[config.mk]
export PLATFORM = sky130hd
export DESIGN_NAME = multi_channel_rx_fifo_overwrite
export DESIGN_NICKNAME = d
export VERILOG_FILES = /design/src/sv/mcrx_pkg.sv /design/src/sv/mcrx_ctrl.sv /design/src/sv/mcrx_datapath.sv /design/src/sv/multi_channel_rx_fifo_overwrite.sv
export SDC_FILE = /design/constraint.sdc
export NUM_CORES = 1
export LEC_CHECK = 0
export BUFFER_PORTS_ARGS = -buffer_cell sky130_fd_sc_hd__buf_4
export CORE_MARGIN = 2
export CORE_UTILIZATION = 45
export DETAILED_ROUTE_END_ITERATION = 7
export REMOVE_ABC_BUFFERS = 1
export SETUP_SLACK_MARGIN = 0.02
export SYNTH_ARGS = -nofsm -noshare
export SYNTH_HDL_FRONTEND = slang
export SYNTH_SLANG_ARGS = --single-unit
[constraint.sdc]
create_clock -name clock -period 7.8 [get_ports clock]
set_clock_uncertainty 0.15 [all_clocks]
set_input_delay 0.39 -clock clock [delete_from_list [all_inputs] [get_ports clock]]
set_output_delay 0.39 -clock clock [all_outputs]
set_load 0.02 [all_outputs]
[src/sv/mcrx_pkg.sv]
// package for the multi-channel overwriting receive fifo
// item types, operation codes, controller state type and address helpers
// no dependencies
`timescale 1ns / 1ps
`default_nettype none

package mcrx_pkg;

   // sizing
   localparam int CHANNELS   = 4;
   localparam int FIFO_DEPTH = 16;
   localparam int MASK_W     = 4;
   localparam int CH_IDX_W   = (CHANNELS > 1) ? $clog2(CHANNELS) : 1;
   localparam int POS_W      = $clog2(FIFO_DEPTH);
   localparam int CNT_W      = $clog2(FIFO_DEPTH + 1);
   localparam int MEM_DEPTH  = CHANNELS * FIFO_DEPTH;
   localparam int ADDR_W     = (MEM_DEPTH > 1) ? $clog2(MEM_DEPTH) : 1;

   // operation codes
   localparam logic [1:0] OP_RECEIVE = 2'd0;
   localparam logic [1:0] OP_READ    = 2'd1;
   localparam logic [1:0] OP_TX_REQ  = 2'd2;
   localparam logic [1:0] OP_TX_DONE = 2'd3;

   typedef struct packed {
      logic [1:0] operation;
      logic [1:0] channel;
      logic [7:0] data;
   } req_type;

   typedef struct packed {
      logic [1:0] out_channel;
      logic [7:0] out_data;
      logic       read_valid;
      logic       forwarded;
      logic       dropped_oldest;
      logic       tx_go;
      logic       tx_refused;
      logic [4:0] fill_count;
      logic       busy_res;
   } rsp_type;

   // controller to datapath
   typedef struct packed {
      logic load;
      logic commit;
   } cmd_type;

   // datapath to controller
   typedef struct packed {
      logic rsp_full;
   } status_type;

   typedef enum logic {
      ST_IDLE,
      ST_EXEC
   } state_type;

   // channel field in range of the configured channel count
   function automatic logic chan_ok(input logic [1:0] ch);
      return 32'(ch) < CHANNELS;
   endfunction

   // flat memory address of a slot within a channel ring
   function automatic logic [ADDR_W-1:0] mem_addr(input logic [CH_IDX_W-1:0] ci,
                                                  input logic [POS_W-1:0] pos);
      logic [ADDR_W-1:0] base;
      base = ADDR_W'(ADDR_W'(ci) * ADDR_W'(FIFO_DEPTH));
      return ADDR_W'(base + ADDR_W'(pos));
   endfunction

   // ring position plus one, wrapped
   function automatic logic [POS_W-1:0] pos_next(input logic [POS_W-1:0] pos);
      return (32'(pos) == FIFO_DEPTH - 1) ? '0 : POS_W'(pos + 1'b1);
   endfunction

endpackage

`default_nettype wire

[src/sv/mcrx_ctrl.sv]
// controller state machine for the multi-channel receive fifo
// sequences accept and execute steps; uses mcrx_pkg types
`timescale 1ns / 1ps
`default_nettype none

module mcrx_ctrl (
   input  wire                        clock,
   input  wire                        reset,
   input  wire                        req_valid,
   output logic                       req_stall,
   input  wire                        rsp_stall,
   input  wire mcrx_pkg::status_type  status,
   output mcrx_pkg::cmd_type          cmd
);

   mcrx_pkg::state_type state_ff, state_in;
   logic                out_free;

   // result register can take a new item this cycle
   assign out_free = !status.rsp_full || !rsp_stall;

   // state register
   always_ff @(posedge clock) begin
      if (reset) begin
         state_ff <= mcrx_pkg::ST_IDLE;
      end else begin
         state_ff <= state_in;
      end
   end

   // next state and commands
   always_comb begin
      state_in   = state_ff;
      req_stall  = 1'b1;
      cmd.load   = 1'b0;
      cmd.commit = 1'b0;
      unique case (state_ff)
         mcrx_pkg::ST_IDLE: begin
            req_stall = 1'b0;
            if (req_valid) begin
               cmd.load = 1'b1;
               state_in = mcrx_pkg::ST_EXEC;
            end
         end
         mcrx_pkg::ST_EXEC: begin
            if (out_free) begin
               cmd.commit = 1'b1;
               state_in   = mcrx_pkg::ST_IDLE;
            end
         end
         default: begin
            state_in = mcrx_pkg::ST_IDLE;
         end
      endcase
   end

endmodule

`default_nettype wire

[src/sv/mcrx_datapath.sv]
// datapath for the multi-channel receive fifo: byte memory, ring pointers,
// busy flags, bypass register and result register; uses mcrx_pkg
`timescale 1ns / 1ps
`default_nettype none

module mcrx_datapath (
   input  wire                               clock,
   input  wire                               reset,
   input  wire mcrx_pkg::req_type            req_data,
   output mcrx_pkg::rsp_type                 rsp_data,
   output logic                              rsp_valid,
   input  wire                               rsp_stall,
   input  wire                               csr_wr_en,
   input  wire [mcrx_pkg::MASK_W-1:0]        csr_wr_data,
   input  wire mcrx_pkg::cmd_type            cmd,
   output mcrx_pkg::status_type              status
);

   // byte memory
   logic [7:0] mem [mcrx_pkg::MEM_DEPTH];
   logic [7:0] rd_data_ff;

   // per channel state
   logic [mcrx_pkg::POS_W-1:0] head_ff [mcrx_pkg::CHANNELS];
   logic [mcrx_pkg::CNT_W-1:0] cnt_ff  [mcrx_pkg::CHANNELS];
   logic [mcrx_pkg::CHANNELS-1:0] busy_ff;
   logic [mcrx_pkg::MASK_W-1:0]   bypass_ff;

   mcrx_pkg::req_type item_ff;
   mcrx_pkg::rsp_type rsp_ff, rsp_in;
   logic              rsp_valid_ff;

   logic [mcrx_pkg::CH_IDX_W-1:0] req_ci, ci;
   logic [mcrx_pkg::ADDR_W-1:0]   rd_addr, wr_addr;
   logic                          ch_ok;
   logic [mcrx_pkg::POS_W-1:0]    head_cur, head_in, tail_pos;
   logic [mcrx_pkg::CNT_W-1:0]    cnt_cur, cnt_in;
   logic [mcrx_pkg::POS_W:0]      tail_sum;
   logic                          busy_cur, busy_in, mem_we;

   // read address from the incoming item, oldest slot of its channel
   assign req_ci  = mcrx_pkg::chan_ok(req_data.channel)
                    ? mcrx_pkg::CH_IDX_W'(req_data.channel) : '0;
   assign rd_addr = mcrx_pkg::mem_addr(req_ci, head_ff[req_ci]);

   // memory write and registered read
   always_ff @(posedge clock) begin
      if (mem_we) begin
         mem[wr_addr] <= item_ff.data;
      end
      if (cmd.load) begin
         rd_data_ff <= mem[rd_addr];
      end
   end

   // held item
   always_ff @(posedge clock) begin
      if (cmd.load) begin
         item_ff <= req_data;
      end
   end

   // current channel view
   assign ch_ok    = mcrx_pkg::chan_ok(item_ff.channel);
   assign ci       = ch_ok ? mcrx_pkg::CH_IDX_W'(item_ff.channel) : '0;
   assign head_cur = head_ff[ci];
   assign cnt_cur  = cnt_ff[ci];
   assign busy_cur = busy_ff[ci];

   // append position, head plus count wrapped once
   assign tail_sum = (mcrx_pkg::POS_W + 1)'(head_cur)
                     + (mcrx_pkg::POS_W + 1)'(cnt_cur);
   assign tail_pos = (32'(tail_sum) >= mcrx_pkg::FIFO_DEPTH)
                     ? mcrx_pkg::POS_W'(32'(tail_sum) - mcrx_pkg::FIFO_DEPTH)
                     : mcrx_pkg::POS_W'(tail_sum);

   // execute the held item
   always_comb begin
      rsp_in             = '0;
      rsp_in.out_channel = item_ff.channel;
      head_in            = head_cur;
      cnt_in             = cnt_cur;
      busy_in            = busy_cur;
      mem_we             = 1'b0;
      wr_addr            = mcrx_pkg::mem_addr(ci, tail_pos);
      if (ch_ok) begin
         unique case (item_ff.operation)
            mcrx_pkg::OP_RECEIVE: begin
               if (bypass_ff[item_ff.channel]) begin
                  rsp_in.forwarded = 1'b1;
                  rsp_in.out_data  = item_ff.data;
               end else if (32'(cnt_cur) >= mcrx_pkg::FIFO_DEPTH) begin
                  // full ring: overwrite oldest and advance head
                  wr_addr               = mcrx_pkg::mem_addr(ci, head_cur);
                  mem_we                = cmd.commit;
                  head_in               = mcrx_pkg::pos_next(head_cur);
                  rsp_in.dropped_oldest = 1'b1;
               end else begin
                  mem_we = cmd.commit;
                  cnt_in = mcrx_pkg::CNT_W'(cnt_cur + 1'b1);
               end
            end
            mcrx_pkg::OP_READ: begin
               if (cnt_cur != '0) begin
                  rsp_in.out_data   = rd_data_ff;
                  rsp_in.read_valid = 1'b1;
                  head_in           = mcrx_pkg::pos_next(head_cur);
                  cnt_in            = mcrx_pkg::CNT_W'(cnt_cur - 1'b1);
               end
            end
            mcrx_pkg::OP_TX_REQ: begin
               if (busy_cur) begin
                  rsp_in.tx_refused = 1'b1;
               end else begin
                  busy_in         = 1'b1;
                  rsp_in.tx_go    = 1'b1;
                  rsp_in.out_data = item_ff.data;
               end
            end
            mcrx_pkg::OP_TX_DONE: begin
               busy_in = 1'b0;
            end
            default: begin
               busy_in = busy_cur;
            end
         endcase
         rsp_in.fill_count = 5'(cnt_in);
         rsp_in.busy_res   = busy_in;
      end
   end

   // channel state and bypass register
   always_ff @(posedge clock) begin
      if (reset) begin
         for (int i = 0; i < mcrx_pkg::CHANNELS; i++) begin
            head_ff[i] <= '0;
            cnt_ff[i]  <= '0;
         end
         busy_ff   <= '0;
         bypass_ff <= '0;
      end else begin
         if (csr_wr_en) begin
            bypass_ff <= csr_wr_data;
         end
         if (cmd.commit && ch_ok) begin
            head_ff[ci] <= head_in;
            cnt_ff[ci]  <= cnt_in;
            busy_ff[ci] <= busy_in;
         end
      end
   end

   // result register
   always_ff @(posedge clock) begin
      if (reset) begin
         rsp_valid_ff <= 1'b0;
      end else if (cmd.commit) begin
         rsp_valid_ff <= 1'b1;
      end else if (!rsp_stall) begin
         rsp_valid_ff <= 1'b0;
      end
   end

   always_ff @(posedge clock) begin
      if (cmd.commit) begin
         rsp_ff <= rsp_in;
      end
   end

   assign rsp_data        = rsp_ff;
   assign rsp_valid       = rsp_valid_ff;
   assign status.rsp_full = rsp_valid_ff;

endmodule

`default_nettype wire

[src/sv/multi_channel_rx_fifo_overwrite.sv]
// top level of the multi-channel overwriting receive fifo
// joins mcrx_ctrl and mcrx_datapath; uses mcrx_pkg
//
//   channel  | direction | handshake            | payload
//   req_     | in        | req_valid/req_stall  | req_data (operation, channel, data)
//   rsp_     | out       | rsp_valid/rsp_stall  | rsp_data (result fields)
//   csr_     | in        | csr_wr_en            | csr_wr_data (bypass mask)
//
// each item passes through an accept step that reads the oldest byte of its
// channel from the byte memory, then an execute step that updates the ring
// and loads the result register. reset clears pointers, counts, busy flags
// and bypass mask at once; the byte memory needs no clearing pass.
// a stalled result holds the execute step until the result register drains.
`timescale 1ns / 1ps
`default_nettype none

module multi_channel_rx_fifo_overwrite (
   input  wire                         clock,
   input  wire                         reset,
   input  wire                         req_valid,
   output logic                        req_stall,
   input  wire mcrx_pkg::req_type      req_data,
   output logic                        rsp_valid,
   input  wire                         rsp_stall,
   output mcrx_pkg::rsp_type           rsp_data,
   input  wire                         csr_wr_en,
   input  wire [mcrx_pkg::MASK_W-1:0]  csr_wr_data
);

   mcrx_pkg::cmd_type    cmd;
   mcrx_pkg::status_type status;

   // sequencer
   mcrx_ctrl u_ctrl (
      .clock     (clock),
      .reset     (reset),
      .req_valid (req_valid),
      .req_stall (req_stall),
      .rsp_stall (rsp_stall),
      .status    (status),
      .cmd       (cmd)
   );

   // storage and result logic
   mcrx_datapath u_datapath (
      .clock       (clock),
      .reset       (reset),
      .req_data    (req_data),
      .rsp_data    (rsp_data),
      .rsp_valid   (rsp_valid),
      .rsp_stall   (rsp_stall),
      .csr_wr_en   (csr_wr_en),
      .csr_wr_data (csr_wr_data),
      .cmd         (cmd),
      .status      (status)
   );

endmodule

`default_nettype wire
==> reports/metrics.csv, run 1 <==
stage,metric,value,unit
grt,grtUsageTotal,0.218,
worst_setup_path,cp_max_fo,9,
routing,drt_iter0_drc,1541,
sta,min_period,5.20,ns
yosys,ys_warn_count,0,
routing,routed_wl,61700,um
yosys,synth_most_common_cell,edfxtp_1,
worst_setup_path,reg2regPathDepth,7,
worst_setup_path,cp.required,7.88,ns
routing,drtAntennaViolNets,0,
layout,utilization,0.515,
floorplan,start_util,0.457,
place,placed_cells,2284,
routing,drt-pass1-iter-count,6,
routing,via_per_inst,5.82,
pwr,vdd_drop_max,0.000178,V
worst_setup_path,cp-end-kind,register,
yosys,synth_seq_cells,601,
sta,rsz0062_at_grt,false,
worst_setup_path,path_class,register to register,
worst_setup_path,slowest_delay,1.20,ns
worst_setup_path,critPathSlowestCell,nor3_1,
routing,vias,14100,
clocking,h-tree-depth,2,
layout,syn_to_final_growth,12.7,%
layout,nets,1707,
pwr,swShare,0.236,
clocking,clockRootBuffer,clkbuf_16,
pwr,p_seq_frac,0.499,
yosys,synth.cells.most_frequent,"edfxtp_1 (589), nand2_1 (229), mux2i_1 (224)",
hold_path,whs_path_depth,2,
layout,finalNonFillerCells,2423,
floorplan,core_area,54100,um2
pwr,clkPwrFrac,0.400,
routing,drc,0,
yosys,synth_top_cell_by_area,edfxtp_1,
worst_setup_path,cp_data_arrival_time,5.28,ns
sta,setup_slack,2.60,ns
sta,finalHoldViolCount,0,
place,io_buffers,43,
grt,overflow,0,
pwr,power.density,261,nW/um2
place,post-dp-hpwl,36400,um
sta,fin_crit_sh,0.667,
clocking,cts_setup_buffers,0,
clocking,cts.sinks,601,
routing,wl_per_cell,25.4,um
floorplan,rows,85,
yosys,netlist_area,24700,um2
yosys,avgSynthCellArea,15.3,um2
yosys,async_reset_ff_frac,0,
layout,drive_above_1_share,0.106,
grt,grt_max_degree,140,
grt,grt_first_pass_wirelength,90900,um
clocking,clock_path_buffers,3,
grt,antenna_found_initial,1,
yosys,synth_edf_count,589,
hold_path,worstHoldPathType,register to register,
clocking,cts.clk_slew.worst_paths,0.06,ns
sta,totalNegativeSetupSlack,0,ns
clocking,cts_tree,done,
clocking,clk_latency,0.62,ns
pwr,power,7.27,mW
yosys,yosysUniqueCellTypes,56,
sta,worst_pin_slew,1.37,ns
floorplan,ios,44,
outcome,status,finished clean,
yosys,synth_ff_type,edfxtp_1,
worst_setup_path,worstSetupStartpointType,register,
sta,max_slew_margin,0.0828,
sta,fmax,192,MHz
pwr,p_sw,1.72,mW
floorplan,die_h,239,um
yosys,synthCells,1621,
layout,antenna_cells,0,
floorplan,dieArea,56900,um2
sta,finalMaxSlewViolations,0,
sta,setup_viol,0,
pwr,p_comb_frac,0.101,
floorplan,die-width,239,um
grt,grt_pass1_vias,13900,
yosys,synth_area_leaders,"edfxtp_1 (71%), mux2i_1 (9.1%), nand2_1 (3.5%), nand3_1 (1.4%), nor3_1 (1.4%)",
pwr,power.leakage,9.41,nW
place,gp_congestion,0.835,
flow_run,cap_violations,0,
yosys,synth_top_area_frac,0.715,
worst_setup_path,crit_chain,"mux4_2, ha_1, fa_1, xor2_1, mux2i_1, nand3_1, nor3_1",
yosys,seq_area_frac_synth,0.724,
clocking,cts_buffers,60,
pwr,p_int,5.55,mW
place,pre_cts_ws,2.57,ns
[through the flow]
stage               hold slack, ns  instance area (um2)
finish                       0.330                27900
global route                 0.315                27900
CTS                          0.299                27900
detailed placement           0.317                25600
global placement             0.307                25600
floorplan                    0.292                24200
[state kept, by name (all words and copies together) (netlist names), named ones only]
register and count:
u_datapath.rsp_valid 1, u_datapath.bypass_ff 4, u_datapath.rsp_data 21, u_datapath.busy_ff 4, u_datapath.item_ff 10, u_ctrl.state_ff 1
u_datapath.cnt_ff 20, u_datapath.ci 2, u_datapath.rd_data_ff 8, u_datapath.mem 512, u_datapath.head_ff 16
[power groups by stage]
stage	logic, mW	registers, mW	clock network [mW]
5_1_grt	0.783	3.63	3.07
6_report	0.735	3.63	2.91
4_1_cts	0.733	3.63	2.95
3_3_place_gp	0.713	3.69	0
2_1_floorplan	0.422	3.72	0
3_5_place_dp	0.716	3.69	0
[cells by family after synthesis]
kind of cell | Yosys count | synth area share
flip-flops | 601 | 0.724
adder cells (fa/ha/maj) | 7 | 0.00384
AO/OA/AOI/OAI | 132 | 0.0422
multiplexers | 251 | 0.110
AND/OR/NAND/NOR | 512 | 0.0944
buffers and inverters | 112 | 0.0231
XOR/XNOR | 6 | 0.00212
[layer usage]
| layer | GRT usage | part of all wire | vias up |
|---|---|---|---|
| li1 | - | - | 6334 |
| met1 | 0.306 | 0.44 | 7138 |
| met2 | 0.353 | 0.47 | 534 |
| met3 | 0.0382 | 0.066 | 95 |
| met4 | 0.0602 | 0.026 | 0 |
| met5 | 0 | 0 | - |
[placed cells by master, fill, tap and decap left out, drive strengths merged, types with 3 or more instances in the layout]
master	instances
or4	9
xnor2	3
mux2	12
a21oi	20
xor2	3
and2b	4
a2111oi	8
mux4	15
dlygate4sd3	29
clkinv	20
and3	17
nor3	70
edfxtp	589
bufinv	9
o21ai	9
mux2i	224
nand4	9
a32oi	25
nand3	71
or3	3
o21bai	3
nand2	229
a211o	8
and2	13
a22o	8
a211oi	8
nor2	56
or2	4
nor2b	13
dfxtp	12
buf	63
clkbuf	77
ha	6
o2111ai	8
nand2b	10
o311a	8
inv	18
o211ai	9
a311oi	8
[what timing repair did]
action	in CTS	in global routing
setup endpoints to repair	0	0
hold endpoints to repair	19	0
hold buffers	29	0
resized for setup	0	0
[final timing paths]
| kind | start | endpoint | slack, ns |
|---|---|---|---|
| max | register | u_datapath.mem[33][3]$_DFFE_PP_ | 2.60 |
| min reg2reg | u_datapath.busy_ff[0]$_SDFFE_PP0P_ | u_datapath.busy_ff[0]$_SDFFE_PP0P_ | 0.33 |
| min | u_datapath.busy_ff[0]$_SDFFE_PP0P_ | u_datapath.busy_ff[0]$_SDFFE_PP0P_ | 0.33 |
| max reg2reg | register | u_datapath.mem[33][3]$_DFFE_PP_ | 2.60 |
[critical path: cells and delay by family, from the launching register on]
kind                     cells  cell delay [ns]
AND/OR/NAND/NOR              2             2.06
flip-flops                   1             0.75
multiplexers                 2             0.95
adder cells (fa/ha/maj)      2             0.71
XOR/XNOR                     1             0.18
[final cells by class]
type                       instances  area [um2]
clock buffer                      77        1590
clock inverter                    33         393
fill                            4471       26200
inverter                          16        60.1
multi-input combinational        908        6270
sequential                       601       17900
tap                              696         871
timing repair buffer              92         776
(Power assumes the default switching activity.)
==> run 2, diff against run 1 <==
clock period = 5.1 ns   (was 7.8 ns; I/O delays follow)
==> run 2 against run 1 <==
Against the previous run: maximum frequency grew 31%; cell area grew 2.3%; first-iteration DRC count shrank 14%; wire length grew 0.24%; non-clock buffer count grew 79; combinational power grew 54%; core utilization grew 1.2 points; global-route usage grew 0.073 points; cell count grew 3.3%; critical path depth grew 2; largest cell class unchanged.
==> reports/metrics.csv, run 2 (synthesized netlist as in run 1, its figures left out) <==
stage,metric,value,unit,change
outcome,status,finished clean,,unchanged
place,post-dp-hpwl,36800,um,was 36400 um
clocking,cts_tree,done,,unchanged
routing,drtAntennaViolNets,0,,unchanged
hold_path,whs_path_depth,2,,unchanged
clocking,clockRootBuffer,clkbuf_16,,unchanged
sta,finalHoldViolCount,0,,unchanged
sta,fin_crit_sh,0.780,,was 0.667
clocking,cts.sinks,601,,unchanged
layout,ff_latch_area,17900,um2,unchanged
clocking,cts.clk_slew.worst_paths,0.06,ns,about the same
grt,antenna_found_initial,0,,was 1
sta,min_period,3.98,ns,was 5.20 ns
sta,worst_pin_slew,1.12,ns,was 1.37 ns
grt,overflow,0,,unchanged
layout,multiInputGateArea,6270,um2,unchanged
floorplan,start_util,0.457,,unchanged
floorplan,die_h,239,um,unchanged
floorplan,dieArea,56900,um2,unchanged
routing,routed_wl,61800,um,was 61700 um
grt,grt_first_pass_wirelength,91700,um,was 90900 um
floorplan,die-width,239,um,unchanged
place,pre_cts_ws,1.13,ns,was 2.57 ns
worst_setup_path,reg2regPathDepth,9,,was 7
sta,fmax,251,MHz,was 192 MHz
sta,setup_viol,0,,unchanged
floorplan,ios,44,,unchanged
routing,drt_iter0_drc,1319,,was 1541
routing,drc,0,,unchanged
pwr,power,11.2,mW,was 7.27 mW
worst_setup_path,cp.required,5.29,ns,was 7.88 ns
clocking,ctsResizeCount,0,,unchanged
sta,rsz0062_at_grt,false,,unchanged
pwr,vdd_drop_max,0.000275,V,was 0.000178 V
grt,grt_pass1_vias,14300,,was 13900
worst_setup_path,worstSetupStartpointType,register,,unchanged
hold_path,hold_end,u_datapath.item_ff[1]$_DFFE_PP_,,was u_datapath.busy_ff[0]$_SDFFE_PP0P_
worst_setup_path,reg2reg_slack,1.12,ns,was 2.60 ns
routing,vias,14300,,was 14100
sta,setup_slack,1.12,ns,was 2.60 ns
flow_run,cap_violations,0,,unchanged
pwr,power.density,393,nW/um2,was 261 nW/um2
layout,drive_above_1_share,0.149,,was 0.106
routing,drt-pass1-iter-count,7,,was 6
worst_setup_path,cp_max_fo,8,,was 9
layout,largest_register,u_datapath.mem,,unchanged
place,dpl_cell_area,26200,um2,was 25600 um2
clocking,cts_buffers,60,,unchanged
routing,via_per_inst,5.71,,was 5.82
layout,largest_reg_flops,512,,unchanged
layout,utilization,0.527,,was 0.515
hold_path,min_from,req_data[1],,was u_datapath.busy_ff[0]$_SDFFE_PP0P_
worst_setup_path,rr_endpoint,u_datapath.mem[18][5]$_DFFE_PP_,,was u_datapath.mem[33][3]$_DFFE_PP_
floorplan,core_area,54100,um2,unchanged
pwr,power.leakage,9.85,nW,was 9.41 nW
hold_path,worstHoldPathType,input pin to register,,was register to register
worst_setup_path,cp-end-kind,register,,unchanged
worst_setup_path,cp_data_arrival_time,4.17,ns,was 5.28 ns
grt,grt_max_degree,70,,was 140
clocking,clock_path_buffers,3,,unchanged
clocking,h-tree-depth,2,,unchanged
place,io_buffers,43,,unchanged
place,gp_congestion,0.899,,was 0.835
sta,finalMaxSlewViolations,0,,unchanged
floorplan,rows,85,,unchanged
grt,grtUsageTotal,0.219,,was 0.218
sta,max_slew_margin,0.250,,was 0.0828
layout,stdcell_area,28500,um2,was 27900 um2
layout,fillCellCount,4339,,was 4471
worst_setup_path,path_class,register to register,,unchanged
layout,final_common_cell,edfxtp_1,,unchanged
clocking,clk_latency,0.63,ns,was 0.62 ns
layout,syn_to_final_growth,15.3,%,was 12.7%
layout,final_cell_mix,"edfxtp_1 (589), nand2_1 (229), mux2i_1 (224), buf_4 (141)",,"was edfxtp_1 (589), nand2_1 (229), mux2i_1 (224), nand3_1 (70), nor3_1 (70)"
layout,nets,1786,,was 1707
layout,antenna_cells,0,,unchanged
routing,wl_per_cell,24.7,um,was 25.4 um
[run 2: cell count changes in the layout (fill, tap and decap cells not counted), sizes merged]
cell	change
clkbuf	-9
clkinvlp	+3
inv	+2
bufinv	+1
clkinv	+3
buf	+79
[run 2: layer usage]
layer | share of wire | routed length [um] | vias up | GRT usage
met4 | 0.025 | 1560 | 0 | 0.0661
met2 | 0.48 | 29400 | 518 | 0.355
met1 | 0.44 | 26900 | 7177 | 0.307
met5 | 0 | 0 | - | 0
met3 | 0.064 | 3950 | 102 | 0.0346
li1 | - | - | 6488 | -
[run 2: per-stage QoR]
| step | hold slack (ns) | setup TNS, ns | cells |
|---|---|---|---|
| floorplan | 0.177 | -0.122 | 1525 |
| global placement | 0.284 | 0 | 2363 |
| detailed placement | 0.285 | 0 | 2363 |
| CTS | 0.162 | 0 | 2502 |
| global route | 0.198 | 0 | 2502 |
| finish | 0.200 | 0 | 2502 |
[run 2: worst max path at each step]
stage               slack [ns]  cells past startpoint                          startpoint                                  to
floorplan                -0.03                      6  u_datapath.head_ff[3][1]$_DFFE_PP_  u_datapath.rd_data_ff[2]$_DFFE_PP_
global placement          1.15                      9                            register     u_datapath.mem[16][0]$_DFFE_PP_
detailed placement        1.13                      9                            register      u_datapath.mem[3][0]$_DFFE_PP_
CTS                       1.13                     11                            register      u_datapath.mem[3][6]$_DFFE_PP_
global route              0.92                     11                            register      u_datapath.mem[3][6]$_DFFE_PP_
finish                    1.12                      9                            register     u_datapath.mem[18][5]$_DFFE_PP_
[run 2: where the power goes]
| part | switching [mW] | internal (mW) |
|---|---|---|
| sequential | 0.0375 | 5.50 |
| combinational | 0.773 | 0.357 |
| clock | 1.87 | 2.67 |
| total | 2.68 | 8.53 |
[run 2: repair_timing]
item                      in CTS  in global routing
hold endpoints to repair      21                  0
setup buffers                  0                  0
hold buffers                  29                  0
[run 2: cell type report]
cell class | instances | share of cell area
sequential | 601 | 0.628
clock buffer | 68 | 0.0537
multi-input combinational | 908 | 0.220
inverter | 16 | 0.00211
tap | 696 | 0.0305
timing repair buffer | 171 | 0.0480
clock inverter | 42 | 0.0173
[run 2: worst max-delay path, cell delays in order, from the launching register on]
cell and delay (ns):
dfxtp_1 0.48, buf_4 0.24, mux4_2 0.58, ha_1 0.25
fa_1 0.44, xor2_1 0.18, mux2i_1 0.28, nand2_1 0.50
nor3_1 0.35, buf_4 0.23
